**src/rtl/elta_pkg.sv**
```systemverilog
// ----------------------------------------------------------------------------
// elta_pkg: shared types and constants for the endpoint learning table
// Holds the token that walks the cell chain, the write broadcast that commits
// a beacon, and the result status codes.
// ----------------------------------------------------------------------------
`default_nettype none

package elta_pkg;

  // Index and count widths cover the largest supported table (256 entries).
  localparam int unsigned IDX_W = 8;
  localparam int unsigned CNT_W = 9;

  localparam int unsigned ADDR_W  = 32;
  localparam int unsigned PORT_W  = 16;
  localparam int unsigned TIME_W  = 32;
  localparam int unsigned STAT_W  = 2;
  localparam int unsigned SLOT_W  = 4;
  localparam int unsigned RCNT_W  = 5;
  localparam int unsigned USE_W   = 5;

  localparam logic CMD_BEACON = 1'b0;
  localparam logic CMD_EXPIRE = 1'b1;

  localparam logic [STAT_W-1:0] ST_REFRESHED = 2'd0;
  localparam logic [STAT_W-1:0] ST_ADDED     = 2'd1;
  localparam logic [STAT_W-1:0] ST_FULL      = 2'd2;
  localparam logic [STAT_W-1:0] ST_SWEPT     = 2'd3;

  localparam logic [TIME_W-1:0] MAX_AGE_RST = 32'd300;

  // Token handed from cell to cell, one cell per cycle.
  typedef struct packed {
    logic              active;
    logic              cmd;
    logic [ADDR_W-1:0] addr;
    logic [PORT_W-1:0] port;
    logic [TIME_W-1:0] now;
    logic              sweep_en;
    logic [TIME_W-1:0] threshold;
    logic              hit;
    logic [IDX_W-1:0]  hit_idx;
    logic              free_found;
    logic [IDX_W-1:0]  free_idx;
    logic [CNT_W-1:0]  removed;
    logic [CNT_W-1:0]  in_use;
  } token_t;

  // Commit of a beacon, broadcast to every cell at the end of a walk.
  typedef struct packed {
    logic              en;
    logic              set_valid;
    logic [IDX_W-1:0]  idx;
    logic [ADDR_W-1:0] addr;
    logic [PORT_W-1:0] port;
    logic [TIME_W-1:0] stamp;
  } wr_t;

endpackage

`default_nettype wire

```
**src/rtl/elta_cell.sv**
```systemverilog
// ----------------------------------------------------------------------------
// elta_cell: one table entry of the learning chain
// Holds one endpoint, updates the passing token and forwards it through a
// register. Expired entries are dropped as the sweep token passes.
// ----------------------------------------------------------------------------
`default_nettype none

module elta_cell #(
  parameter logic [elta_pkg::IDX_W-1:0] CELL_IDX = '0
) (
  input  wire logic            clk_i,
  input  wire logic            rst_ni,
  input  wire elta_pkg::token_t tok_i,
  input  wire elta_pkg::wr_t    wr_i,
  output elta_pkg::token_t      tok_o
);
  import elta_pkg::*;

  logic              valid_q, valid_d;
  logic [ADDR_W-1:0] addr_q;
  logic [PORT_W-1:0] port_q;
  logic [TIME_W-1:0] stamp_q;
  token_t            tok_d, tok_q;
  logic              match, expire, wr_sel;

  assign wr_sel = wr_i.en && (wr_i.idx == CELL_IDX);
  assign match  = valid_q && (addr_q == tok_i.addr) && (port_q == tok_i.port);
  assign expire = valid_q && tok_i.sweep_en && (stamp_q < tok_i.threshold);

  always_comb begin
    tok_d   = tok_i;
    valid_d = valid_q;
    if (tok_i.active) begin
      if (tok_i.cmd == CMD_BEACON) begin
        if (match && !tok_i.hit) begin
          tok_d.hit     = 1'b1;
          tok_d.hit_idx = CELL_IDX;
        end
        if (!valid_q && !tok_i.free_found) begin
          tok_d.free_found = 1'b1;
          tok_d.free_idx   = CELL_IDX;
        end
        tok_d.in_use = tok_i.in_use + CNT_W'(valid_q);
      end else begin
        if (expire) begin
          valid_d       = 1'b0;
          tok_d.removed = tok_i.removed + CNT_W'(1);
        end
        tok_d.in_use = tok_i.in_use + CNT_W'(valid_q && !expire);
      end
    end
    if (wr_sel && wr_i.set_valid) begin
      valid_d = 1'b1;
    end
  end

  always_ff @(posedge clk_i or negedge rst_ni) begin
    if (!rst_ni) begin
      valid_q <= 1'b0;
      tok_q   <= '0;
    end else begin
      valid_q <= valid_d;
      tok_q   <= tok_d;
    end
  end

  // Entry payload is only read while valid, so it needs no reset.
  always_ff @(posedge clk_i) begin
    if (wr_sel) begin
      stamp_q <= wr_i.stamp;
      if (wr_i.set_valid) begin
        addr_q <= wr_i.addr;
        port_q <= wr_i.port;
      end
    end
  end

  assign tok_o = tok_q;

endmodule

`default_nettype wire

```
**src/rtl/endpoint_learning_table_aging_top.sv**
```systemverilog
// ----------------------------------------------------------------------------
// Endpoint learning table with aging: top level
// Learns (address, port) pairs from beacon beats and ages them out on
// expire beats, using a chain of entry cells walked by a request token.
// ----------------------------------------------------------------------------
// Flow: the first cell registers the token of an accepted input beat, each
//   further cell registers it in turn, and the output register then holds the
//   result beat. One item is in flight at a time: the input reopens only after
//   the result beat has been handed over.
// Reset: rst_ni clears all valid bits (empty table), the control state and
//   max_age to 300. Entry payloads are not reset.
`default_nettype none

module endpoint_learning_table_aging_top #(
  parameter int unsigned TABLE_ENTRIES = 16
) (
  input  wire logic        clk_i,
  input  wire logic        rst_ni,
  // Configuration: max_age
  input  wire logic        cfg_we_i,
  input  wire logic [31:0] cfg_wdata_i,
  // Input stream
  input  wire logic        s_axis_tvalid,
  output logic             s_axis_tready,
  // tdata: src_addr[31:0], src_port[47:32], now[79:48]
  input  wire logic [79:0] s_axis_tdata,
  // tuser: cmd[0]
  input  wire logic [0:0]  s_axis_tuser,
  // Output stream
  output logic             m_axis_tvalid,
  input  wire logic        m_axis_tready,
  // tdata: slot[3:0], removed_count[8:4], entries_in_use[13:9], zero[15:14]
  output logic [15:0]      m_axis_tdata,
  // tuser: status[1:0]
  output logic [1:0]       m_axis_tuser
);
  import elta_pkg::*;

  // Configuration register.
  logic [TIME_W-1:0] max_age_q;

  always_ff @(posedge clk_i or negedge rst_ni) begin
    if (!rst_ni) begin
      max_age_q <= MAX_AGE_RST;
    end else if (cfg_we_i) begin
      max_age_q <= cfg_wdata_i;
    end
  end

  // Handshake control. One item is in flight at a time; the output register
  // is empty whenever a new beat is taken, so the result always has a home.
  logic busy_q, busy_d;
  logic out_valid_q, out_valid_d;
  logic in_fire, done;

  assign s_axis_tready = !busy_q && !out_valid_q;
  assign in_fire       = s_axis_tvalid && s_axis_tready;

  // Token chain: tok[0] is injected at accept, tok[TABLE_ENTRIES] emerges.
  token_t tok [TABLE_ENTRIES+1];
  token_t tok_in;
  wr_t    wr;
  logic [TIME_W-1:0] in_now;

  assign in_now = s_axis_tdata[79:48];

  always_comb begin
    tok_in            = '0;
    tok_in.active     = in_fire;
    tok_in.cmd        = s_axis_tuser[0];
    tok_in.addr       = s_axis_tdata[31:0];
    tok_in.port       = s_axis_tdata[47:32];
    tok_in.now        = in_now;
    // Nothing expires before now reaches max_age; the threshold never wraps.
    tok_in.sweep_en   = (in_now >= max_age_q);
    tok_in.threshold  = in_now - max_age_q;
  end

  assign tok[0] = tok_in;

  for (genvar i = 0; i < TABLE_ENTRIES; i++) begin : g_cell
    elta_cell #(
      .CELL_IDX(IDX_W'(i))
    ) u_cell (
      .clk_i (clk_i),
      .rst_ni(rst_ni),
      .tok_i (tok[i]),
      .wr_i  (wr),
      .tok_o (tok[i+1])
    );
  end

  // End of walk: decide the outcome and commit a beacon to its slot.
  token_t            last;
  logic [STAT_W-1:0] res_status;
  logic [IDX_W-1:0]  res_slot;
  logic [CNT_W-1:0]  res_removed;
  logic [CNT_W-1:0]  res_in_use;

  assign last = tok[TABLE_ENTRIES];
  assign done = last.active;

  always_comb begin
    wr           = '0;
    wr.addr      = last.addr;
    wr.port      = last.port;
    wr.stamp     = last.now;
    res_slot     = '0;
    res_removed  = '0;
    res_in_use   = last.in_use;
    res_status   = ST_SWEPT;
    if (last.cmd == CMD_BEACON) begin
      if (last.hit) begin
        res_status = ST_REFRESHED;
        res_slot   = last.hit_idx;
        wr.en      = done;
        wr.idx     = last.hit_idx;
      end else if (last.free_found) begin
        res_status   = ST_ADDED;
        res_slot     = last.free_idx;
        res_in_use   = last.in_use + CNT_W'(1);
        wr.en        = done;
        wr.set_valid = 1'b1;
        wr.idx       = last.free_idx;
      end else begin
        res_status = ST_FULL;
      end
    end else begin
      res_removed = last.removed;
    end
  end

  // Output register.
  logic [STAT_W-1:0] status_q;
  logic [SLOT_W-1:0] slot_q;
  logic [RCNT_W-1:0] removed_q;
  logic [USE_W-1:0]  in_use_q;

  always_comb begin
    busy_d      = busy_q;
    out_valid_d = out_valid_q;
    if (out_valid_q && m_axis_tready) begin
      out_valid_d = 1'b0;
    end
    if (in_fire) begin
      busy_d = 1'b1;
    end
    if (done) begin
      busy_d      = 1'b0;
      out_valid_d = 1'b1;
    end
  end

  always_ff @(posedge clk_i or negedge rst_ni) begin
    if (!rst_ni) begin
      busy_q      <= 1'b0;
      out_valid_q <= 1'b0;
    end else begin
      busy_q      <= busy_d;
      out_valid_q <= out_valid_d;
    end
  end

  always_ff @(posedge clk_i) begin
    if (done) begin
      status_q  <= res_status;
      slot_q    <= res_slot[SLOT_W-1:0];
      removed_q <= res_removed[RCNT_W-1:0];
      in_use_q  <= res_in_use[USE_W-1:0];
    end
  end

  assign m_axis_tvalid = out_valid_q;
  assign m_axis_tuser  = status_q;
  assign m_axis_tdata  = {2'b00, in_use_q, removed_q, slot_q};

endmodule

`default_nettype wire

```
**config.mk**
```make
export PLATFORM = sky130hd
export DESIGN_NAME = endpoint_learning_table_aging_top
export DESIGN_NICKNAME = d
export VERILOG_FILES = /design/src/rtl/elta_pkg.sv /design/src/rtl/elta_cell.sv /design/src/rtl/endpoint_learning_table_aging_top.sv
export SDC_FILE = /design/constraint.sdc
export NUM_CORES = 2
export LEC_CHECK = 0
export ABC_AREA = 0
export CAP_MARGIN = 10
export CORE_MARGIN = 2
export CORE_UTILIZATION = 56
export DETAILED_ROUTE_END_ITERATION = 16
export DONT_BUFFER_PORTS = 1
export GPL_TIMING_DRIVEN = 0
export PLACE_DENSITY = 0.71
export REMOVE_ABC_BUFFERS = 1
export SYNTH_ARGS = -nofsm -noshare
export SYNTH_HDL_FRONTEND = slang
export SYNTH_SLANG_ARGS = --single-unit
```
**constraint.sdc**
```tcl
create_clock -name clk_i -period 6.05 [get_ports clk_i]
set_clock_uncertainty 0.2 [all_clocks]
set_input_delay 0 -clock clk_i [delete_from_list [all_inputs] [get_ports clk_i]]
set_output_delay 0 -clock clk_i [all_outputs]
set_load 0.05 [all_outputs]
```
After elaboration in Yosys (flattened, before gate mapping)
Index checks and enable logic that the tools add are counted.
Storage, ports and cells
  memories: 0
  latch bits: 0
  register bits after elaboration: 3721
  logic and storage cells: 871
  memory bits (read-only): 0
  bits of input ports: 118
  bits in writable memories: 0
  output and inout bits: 20
Cells by class
  reduce and logical (&&, ||, !) cells: 291
  add/sub/neg operators: 47
  eq/ne operators: 47
  $lt $le $gt $ge: 17
  multipliers: 0
  shift-type cells: 0
  div/mod/pow operators: 0
  bitwise operators: 0
  muxes and demuxes: 192
Operators with widths (number)
  $mux W9: 77
  $mux W36: 16
  $eq A32 B32 Y1: 16
  $lt A32 B32 Y1: 16
  $mux W18: 16
  $add A9 B1 Y9: 30
  $eq A16 B16 Y1: 16
  $logic_and A1 B1 Y1: 145
  $add A9 B1 Y9 const B: 15
  $reduce_bool A2 Y1: 50
  $mux W1: 73
  $eq A8 B4 Y1 const B: 8
  $logic_not A1 Y1: 63
  $reduce_and A3 Y1: 16
  $eq A8 B3 Y1 const B: 4
  $ge A32 B32 Y1: 1
  $reduce_and A2 Y1: 16
  $sub A32 B32 Y32: 1
  $mux W10: 2
  $eq A8 B2 Y1 const B: 2
  $mux W5: 3
  $eq A8 B1 Y1 const B: 1
  $logic_not A8 Y1: 1
  $mux W4: 2
  3 further kinds: 4

Depth between registers and ports, before layout
  word-level depth: 8
  gate-level depth with buffers: 21
  mapped depth without buffers: 21

By module
From an unflattened synthesis, not the netlist that was laid out.
Unflattened totals
  cells, all modules: 8491
  area, all modules: 134136.1 um^2
By module, submodules not included
  elta_cell at g_cell[1].u_cell ...: area each 8150.3 um^2, cells each 502, instances 4
  elta_cell at g_cell[10].u_cell ...: area each 8135.3 um^2, cells each 502, instances 4
  elta_cell at g_cell[11].u_cell ...: area each 8135.3 um^2, cells each 503, instances 4
  elta_cell at g_cell[9].u_cell: area each 8155.3 um^2, cells each 497, instances 1
  elta_cell at g_cell[15].u_cell: area each 8134.1 um^2, cells each 502, instances 1
  elta_cell at g_cell[3].u_cell: area each 8132.8 um^2, cells each 503, instances 1
  elta_cell at g_cell[0].u_cell: area each 8130.3 um^2, cells each 502, instances 1
  endpoint_learning_table_aging_top: area each 3900.0 um^2, cells each 459, instances 1

Least setup slack after synthesis
Ideal clock, no wire load.
  path kind: flip-flop to flip-flop
  start point: reg max_age_q[0]
  end point: reg g_cell[0].u_cell.valid_q
  slack: 1.805 ns
  period minus slack after synthesis: 4.245 ns
  setup time: 0.153 ns
  path buffers: 0
  arrival time: 3.892 ns
  cell stages (with the launch flop): 21
  cell sequence: dfrtp_1 > ha_1 > inv_1 > fa_1 > a211oi_1 > o211ai_1 > nand2_1 > o21ai_2 > a21oi_1 > o21bai_1 > a31oi_1 > xnor2_1 > ha_1 > and3_1 > a221o_1 > a221o_1 > a22oi_1 > nand3_1 > a21oi_2 > and2_4 > o22ai_1
On the way
  longest elaborated chain between the ends: 5
  elaborated cells between the ends (all ways): 7
  classes of those cells: 1 x add/sub; 2 x order compare; 4 x reduce/logical
Ends and longest elaborated chain
  start: declaration: line endpoint_learning_table_aging_top.sv:40  | logic [TIME_W-1:0] max_age_q;
  start signal: assignment: line endpoint_learning_table_aging_top.sv:46  | max_age_q <= cfg_wdata_i;
  $sub A32 B32 Y32 or $ge A32 B32 Y1 (tied branches): line endpoint_learning_table_aging_top.sv:76, endpoint_learning_table_aging_top.sv:75
  $lt A32 B32 Y1 or $logic_and A1 B1 Y1 (tied branches): line elta_cell.sv:28  | assign expire = valid_q && tok_i.sweep_en && (stamp_q < tok_i.threshold);
  $logic_and A1 B1 Y1 (*): line elta_cell.sv:28
  $reduce_bool A2 Y1 (no line) (*)
  $reduce_and A3 Y1 (no line) (*)
  end signal: assignment: line elta_cell.sv:62  | valid_q <= valid_d;
  end: declaration: line elta_cell.sv:19  | logic valid_q, valid_d;
Mark *: on every way between the ends. The rest lies on a longest branch, timed or not.
A chain may end at the register's enable or synchronous reset.

Worst setup path in the final report
  start point: reg max_age_q[8]
  end point: reg g_cell[0].u_cell.valid_q
Same word-level chain as after synthesis.

==> run_results.csv <==
group,metric,value,unit
global_route,grt_pass1_wl,380000,µm
global_route,grt_pass1_vias,64084,
final_layout,area_growth,15.8,%
global_route,antenna_found_initial,4,
routing,drc_errors,0,
run,drv_cap,0,
yosys,yosys-top-cells-count,"dfrtp_1, edfxtp_1, inv_1",
cts,ctsResizeCount,0,
timing,max_freq,180,MHz
power_and_ir_drop,p_leak,59.2,nW
global_route,overflow,0,
timing,hold_viol,22,
place,place_ws,0.557,ns
run_status,violations,"hold timing",
place,dp.cells,10038,
die,die_w,467,µm
die,core_region_area,0.213,mm²
cts,clk_latency,0.94,ns
critical_path,crit_chain,"inv_1, ha_1, a21oi_1, o211ai_2, a211oi_1, a2111oi_4, o21ai_4, a211oi_4, nor3_4, o221ai_1, ha_1, nand4_1, nor2_1, nor4bb_1, o311ai_0, nand3_1, a21oi_2, and2_4, o22ai_1",
cts,post_cts_buffers,0,
timing,max_slew_margin,0.0908,
routing,via_count,59206,
timing,min_period,5.56,ns
power_and_ir_drop,combPwrFrac,0.083,
yosys,synth_cell_types,99,
critical_path,worst-path-max-fanout,5,
critical_path,worst_path_most_repeated_cell,"ha_1",
critical_path,worstPathArrival,6.21,ns
cts,clock-sinks,3423,
cts,cts_tree,"built",
final_layout,nets,8595,
die,die_area,0.218,mm²
critical_path,cp-end-kind,"flop",
final_layout,drive_gt1_frac,0.0887,
yosys,yosysTopAreaCellShare,0.443,
yosys,netlist_area,0.120,mm²
yosys,ys_warn_count,0,
timing,finalSetupViolCount,0,
die,start_util,0.564,
timing,fin_ws,0.489,ns
power_and_ir_drop,seqPwrFrac,0.520,
power_and_ir_drop,pwr-share-clk,0.396,
routing,wl_per_cell,22.2,µm
die,die_h,467,µm
cts,cts.root.buffer_cell,"clkbuf_16",
critical_path,crit_type,"reg -> reg",
yosys,ys.flop_type,"dfrtp_1",
power_and_ir_drop,worst_ir_drop_vdd,370,µV
final_layout,nFillCells,13797,
global_route,grt_max_degree,250,
power_and_ir_drop,power_density,377,mW/mm²
die,ios,138,
routing,ant_nets,0,
critical_path,r2r_slack,0.49,ns
yosys,synth-seq-area-share,0.768,
place,gp_congestion,0.883,
timing,grt_setup_unrepaired,"false",
timing,tightestPinTransition,1.36,ns
cts,htree_levels,5,
hold_path,hold_path_class,"in -> async",
final_layout,utilization,0.654,
yosys,synthCells,7210,
timing,whs,-0.0267,ns
cts,cts_buffer_depth,4,
critical_path,critical_path.max_stage_delay,0.65,ns
place,place.port_buffers,0,
power_and_ir_drop,p_sw_frac,0.235,
timing,slew_viol_final,0,
power_and_ir_drop,p_switching,12.3,mW
run_status,run_status,"finished with violations",
yosys,yosys.area.top_type,"dfrtp_1",
routing,viasPerCell,5.39,
yosys,synth-edff-count,1296,
place,dp_hpwl,162000,µm
yosys,yosys-top-cells-area,"dfrtp_1, edfxtp_1, ha_1, xor2_1, xnor2_1",
timing,layout_worst_path_cycle_share,0.919,
final_layout,fin_cells,10991,
routing,finalWirelength,244000,µm
yosys,synth_area_per_cell,16.6,µm²
yosys,synth_most_common_cell,"dfrtp_1",
die,rows,169,
routing,drtPass1Iterations,5,
critical_path,cpMaxStageDelayCell,"a211oi_1",
critical_path,startpoint_type,"flop",
cts,cts_buffers,342,
yosys,async_reset_ff_frac,0.621,
power_and_ir_drop,internal-power,40.1,mW
yosys,synth-seq-cells,3423,
critical_path,worstPathRequired,6.70,ns
routing,drtIter0Drc,4754,
global_route,grtUsageTotal,0.230,
cts,path_clk_slew,0.07,ns
[per-layer routing]
metal	track usage	wire length, µm	vias to the layer above
met5	0	0	-
met4	0.0787	7780	0
met3	0.0334	10500	458
met2	0.380	120000	1555
met1	0.318	106000	30540
li1	-	-	26653
[worst max-delay path, delay by kind of cell, from the launching register on]
family,cells,cell delay [ns]
AO/OA/AOI/OAI,10,2.44
AND/OR/NAND/NOR,6,1.50
adder cells (fa/ha/maj),2,0.69
flip-flops,1,0.55
buffers and inverters,1,0.07
[cells by family after synthesis]
kind of cell    synth area share
buf+inv                   0.0209
xor+xnor                  0.0603
other cells            0.0000313
compound gates            0.0414
flops                      0.768
simple gates              0.0448
mux                      0.00440
fa+ha+maj                 0.0599
[layout by cell type, fill, tap and decap left out, types with 14 or more instances in the layout]
cell type,Yosys,final
a2111oi_0,16,15
a211oi_1,18,18
a21o_1,179,179
a21oi_1,155,154
a221oi_1,25,25
and2_1,14,14
and3_1,28,28
and4_1,18,18
buf_12,0,21
buf_16,0,15
bufinv_16,0,24
clkbuf_1,18,84
clkbuf_16,0,355
clkbuf_8,0,46
clkinv_1,0,24
clkinv_2,0,50
dfrtp_1,2123,2123
dlygate4sd3_1,0,339
edfxtp_1,1296,1296
ha_1,573,573
inv_1,626,626
mux2_2,46,46
nand2_1,134,134
nand2b_1,44,44
nand3_1,68,68
nand4_1,191,191
nor2_1,146,114
nor2_4,0,32
nor2b_1,42,42
nor3_1,54,54
nor4_1,127,127
o21a_1,20,20
o21ai_0,123,122
o21bai_1,25,25
o22ai_1,23,23
or2_2,61,61
xnor2_1,348,348
xor2_1,478,478
[cell type report]
class | count | area [µm²] | area share
inverter | 626 | 2350 | 0.0169
timing repair buffer | 377 | 4240 | 0.0305
clock inverter | 121 | 1250 | 0.00902
antenna | 5 | 12.5 | 0.0000901
tap | 2821 | 3530 | 0.0254
multi-input combinational | 3133 | 25600 | 0.184
sequential | 3423 | 92100 | 0.663
clock buffer | 485 | 9830 | 0.0708
[registers in the layout (all words and copies together), names as in the netlist]
signal / count
busy_q: 1
slot_q: 4
m_axis_tvalid: 1
g_cell.u_cell.valid_q: 16
g_cell.u_cell.stamp_q: 512
g_cell.u_cell.addr_q: 512
removed_q: 5
g_cell.u_cell.port_q: 256
in_use_q: 5
max_age_q: 32
m_axis_tuser: 2
g_cell.u_cell.tok_o: 2077
[timing repair]
action / 4_1_cts / 5_1_grt
endpoints found under the setup margin: 0 / 0
hold buffers: 340 / 0
hold endpoints to repair: 779 / 0
[per-stage QoR]
stage                     setup TNS, ns  instance area (µm²)  power (mW)
after floorplan                       0               120000        29.8
after global placement          -468.40               123000        31.1
after detailed placement              0               124000        31.7
after CTS                             0               139000        52.7
after global routing                  0               139000        54.5
final                                 0               139000        52.4
[worst paths after layout]
kind / start / to / cells after the start
hold / removal: rst_ni / max_age_q[0] / 3
setup reg to reg: max_age_q[8] / g_cell[0].u_cell.valid_q / 19
hold reg to reg: g_cell[13].u_cell.tok_o[92] / g_cell[14].u_cell.tok_o[92] / 0
max in group asynchronous: rst_ni / g_cell[4].u_cell.tok_o[125] / 7
min in group clk_i: s_axis_tdata[51] / g_cell[0].u_cell.tok_o[72] / 2
setup / recovery: max_age_q[8] / g_cell[0].u_cell.valid_q / 19
[power by group through the flow]
| stage | combinational (mW) | sequential (mW) | clock (mW) |
|---|---|---|---|
| 3_5_place_dp | 4.08 | 27.7 | 0 |
| 2_1_floorplan | 2.72 | 27.1 | 0 |
| 4_1_cts | 4.38 | 27.2 | 21.1 |
| 5_1_grt | 4.98 | 27.4 | 22.1 |
| 6_report | 4.37 | 27.2 | 20.8 |
| 3_3_place_gp | 3.46 | 27.6 | 0 |
Power figures use the tool's default switching activity.
